$ cat config.mk
export PLATFORM = sky130hd
export DESIGN_NAME = ffmt_alu
export DESIGN_NICKNAME = d
export VERILOG_FILES = /design/src/design/ffmt_pkg.sv /design/src/design/ffmt_alu.sv
export SDC_FILE = /design/constraint.sdc
export NUM_CORES = 1
export LEC_CHECK = 0
export BUFFER_PORTS_ARGS = -buffer_cell sky130_fd_sc_hd__buf_2
export CORE_MARGIN = 2
export CORE_UTILIZATION = 43
export DETAILED_ROUTE_END_ITERATION = 7
export PLACE_DENSITY = 0.81
export SLEW_MARGIN = 0
export SYNTH_ARGS = -nofsm -noshare
export SYNTH_HDL_FRONTEND = slang
export SYNTH_SLANG_ARGS = --single-unit
$ cat constraint.sdc
create_clock -name vclk -period 3.8
set_input_delay 0.57 -clock vclk [all_inputs]
set_output_delay 0.57 -clock vclk [all_outputs]
set_load 0.02 [all_outputs]
$ cat src/design/ffmt_pkg.sv
// Shared types and constants of the first-fit max-tree allocator.
// Holds the fixed field widths, function codes, config reset value and the shared arithmetic unit's beat structs.
// No dependencies.
package ffmt_pkg;

	localparam int WORD_W    = 32;
	localparam int SLOT_W    = 10;
	localparam int CFG_W     = 11;
	localparam logic [CFG_W-1:0] CFG_RESET = 11'd1024;

	localparam logic FUNC_LOAD    = 1'b0;
	localparam logic FUNC_REQUEST = 1'b1;

	// operands into the shared compare/subtract unit
	typedef struct packed {
		logic [WORD_W-1:0] a;
		logic [WORD_W-1:0] b;
	} alu_in_t;

	// results out of the shared compare/subtract unit
	typedef struct packed {
		logic [WORD_W-1:0] diff;
		logic              ge;
		logic [WORD_W-1:0] max;
	} alu_out_t;

endpackage

$ cat src/design/ffmt_alu.sv
// Shared compare/subtract unit of the allocator.
// One 32-bit subtractor gives a - b, a >= b and max(a, b). Uses ffmt_pkg.
module ffmt_alu (
	input  ffmt_pkg::alu_in_t  op,
	output ffmt_pkg::alu_out_t res
);

	logic [ffmt_pkg::WORD_W:0] sub;

	// borrow out of the subtract means a < b
	always_comb begin
		sub      = {1'b0, op.a} - {1'b0, op.b};
		res.diff = sub[ffmt_pkg::WORD_W-1:0];
		res.ge   = ~sub[ffmt_pkg::WORD_W];
		res.max  = res.ge ? op.a : op.b;
	end

endmodule

==> flow_summary.json <==
{
  "layout.nets": 547,
  "startpoint_type": "primary input",
  "grt_max_degree": 17,
  "criticalPathCategory": "in2out",
  "drv_cap": 0,
  "critPathArrivalTime_ns": 3.24,
  "timing_max_transition_violations_final": 0,
  "rsz0062_at_grt": "true",
  "nFillCells": 450,
  "multi_input_area_sq_mm": 0.002151,
  "fin_crit_ns": 3.805,
  "track_usage_pct": 21.54,
  "power_uw": 845.6,
  "antenna_found_initial": 0,
  "start_util_pct": 44.90,
  "routed_via_density": 5.332,
  "synthesis.area_sq_mm": 0.002322,
  "num_rows": 26,
  "port_buffers": 129,
  "max_freq_ghz": 0.2628,
  "cellLeakagePower_uw": 0.001835,
  "dp.cells": 511,
  "finalSetupTns_ns": -0.01166,
  "cp_max_fo": 8,
  "regArea_sq_um": 0,
  "synth_cell_types": 46,
  "gp_congestion": 0.8510,
  "hp-class": "in2out",
  "setup_viol": 6,
  "yosysTopAreaCell": "mux2_4",
  "num_vias": 2762,
  "io_pins": 129,
  "flops_and_latches": 0,
  "cts-hold-fix-buffers": 0,
  "drive_gt1_share_pct": 41.96,
  "violations": "setup timing",
  "tightest_slew_ns": 0.4321,
  "finalHoldViolCount": 0,
  "area_growth_pct": 47.68,
  "hold_slack_ns": 1.465,
  "nClkBuffers": 0,
  "antennaDiodeCount": 0,
  "yosysWarnings": 0,
  "dr.pass1.iters": 4,
  "stdcell_count": 518,
  "drtIter0Drc": 130,
  "synth_top_area_share_pct": 18.10,
  "yosys-top-cells-area": "mux2_4, ha_1, xnor2_1, a21oi_1, inv_1",
  "drt_wl_total_mm": 7.112,
  "core_sq_mm": 0.005172,
  "place.detailed.hpwl_mm": 5.549,
  "endpoint_kind": "output port",
  "placed_area_sq_mm": 0.003095,
  "setup_ws_ns": -0.005022,
  "synth_nets": 411,
  "grt_pass1_vias": 2683,
  "die_area_sq_mm": 0.006005,
  "drc": 0,
  "fp.dieW_um": 77.49,
  "crit_required_ns": 3.23,
  "vdd_drop_max_uv": 180.5,
  "postSynthAreaPerCell_sq_um": 7.396,
  "final_area_sq_mm": 0.003430,
  "avgRoutedWirePerCell_um": 13.73,
  "max-slew-margin-rel_pct": 70.83,
  "synth_sequential_area_ratio_pct": 0,
  "grt_overflow": 0,
  "syn_inst": 314,
  "die_y_um": 77.49,
  "outcome": "finished, violations left",
  "grt_pass1_wl_mm": 11.21,
  "fin_crit_sh_pct": 100.1,
  "powerDensity_mw_per_mm2": 246.6,
  "ant_nets": 0
}
==> worst max-delay path: stages <==
cell and delay [ns]:
buf_6 0.10, ha_4 0.15, fa_2 0.33, and2b_1 0.23, o2111ai_2 0.12, a211o_1 0.28, o311a_1 0.33, o211a_4 0.26
a2bb2oi_4 0.22, clkbuf_16 0.21, mux2_4 0.30, buf_6 0.13
==> cell families (layout without fill, tap and decap cells) <==
kind of cell	Yosys count	after routing	share of synthesized area, %
adder cells (fa/ha/maj)	33	33	18.10
AND/OR/NAND/NOR	67	67	13.36
buffers and inverters	53	187	9.537
XOR/XNOR	30	30	11.31
AO/OA/AOI/OAI	99	99	27.69
multiplexers	32	32	19.99
==> final timing paths <==
path | to | cells after the start | from
min | res[7] | 3 | op[7]
max | res[12] | 12 | op[0]
==> layout by cell type (no fill, tap or decap), types with 3 or more instances in the layout <==
| master | Yosys | routed |
|---|---|---|
| inv_1 | 42 | 41 |
| o21ai_0 | 18 | 18 |
| xor2_1 | 9 | 9 |
| o21bai_1 | 3 | 3 |
| a211oi_1 | 4 | 4 |
| nor2_1 | 18 | 18 |
| nand3_1 | 7 | 7 |
| buf_6 | 3 | 28 |
| xnor2_1 | 21 | 21 |
| nand4_1 | 7 | 7 |
| mux2_4 | 28 | 29 |
| o211ai_1 | 3 | 3 |
| o21a_1 | 8 | 8 |
| a21o_1 | 5 | 5 |
| a31oi_1 | 5 | 5 |
| ha_1 | 32 | 31 |
| buf_4 | 0 | 12 |
| clkbuf_16 | 0 | 3 |
| a21oi_1 | 35 | 34 |
| nand2_1 | 24 | 24 |
| buf_2 | 0 | 99 |
==> area by class of cell <==
type	instances	area share, %
Tap cell	70	2.554
Inverter	42	4.670
Timing Repair Buffer	145	30.06
Multi-Input combinational cell	261	62.71
==> per-layer routing <==
| layer | vias up | track usage (%) | share of wire, % |
|---|---|---|---|
| li1 | 1404 | - | - |
| met1 | 1233 | 25.70 | 41 |
| met2 | 117 | 42.43 | 51 |
| met3 | 8 | 2.093 | 6.9 |
| met4 | 0 | 2.143 | 0.83 |
| met5 | - | 0 | 0 |
==> where the power goes <==
group,internal [uW],switching [uW],total (uW)
registers,0,0,0
clock network,0,0,0
logic,387,459,846
total,387,459,846
==> synthesized netlist by cell type (3+ instances only) <==
cell type	number
nand3_1	7
a211oi_1	4
buf_6	3
nand2_1	24
clkbuf_1	8
o211ai_1	3
o21bai_1	3
xnor2_1	21
inv_1	42
mux2_4	28
mux2_2	3
o21ai_0	18
nand4_1	7
a31oi_1	5
xor2_1	9
ha_1	32
o21a_1	8
a21oi_1	35
a21o_1	5
nor2_1	18
==> per-stage QoR <==
stage | utilization (%) | setup WS [ns]
global route | 66.30 | -0.08572
floorplan | - | 0.06452
global placement | 59.85 | -0.1368
CTS | 63.06 | -0.03203
detailed placement | 59.85 | -0.1674
finish | 66.30 | -0.005022
==> timing repair <==
| action | CTS | global route |
|---|---|---|
| resized for setup | 29 | 43 |
| endpoints found under the setup margin | 35 | 34 |
| pin swaps | 1 | 0 |
| setup buffers | 2 | 2 |
| gates cloned | 2 | 1 |
No activity file was read; power rests on OpenSTA's default activity.
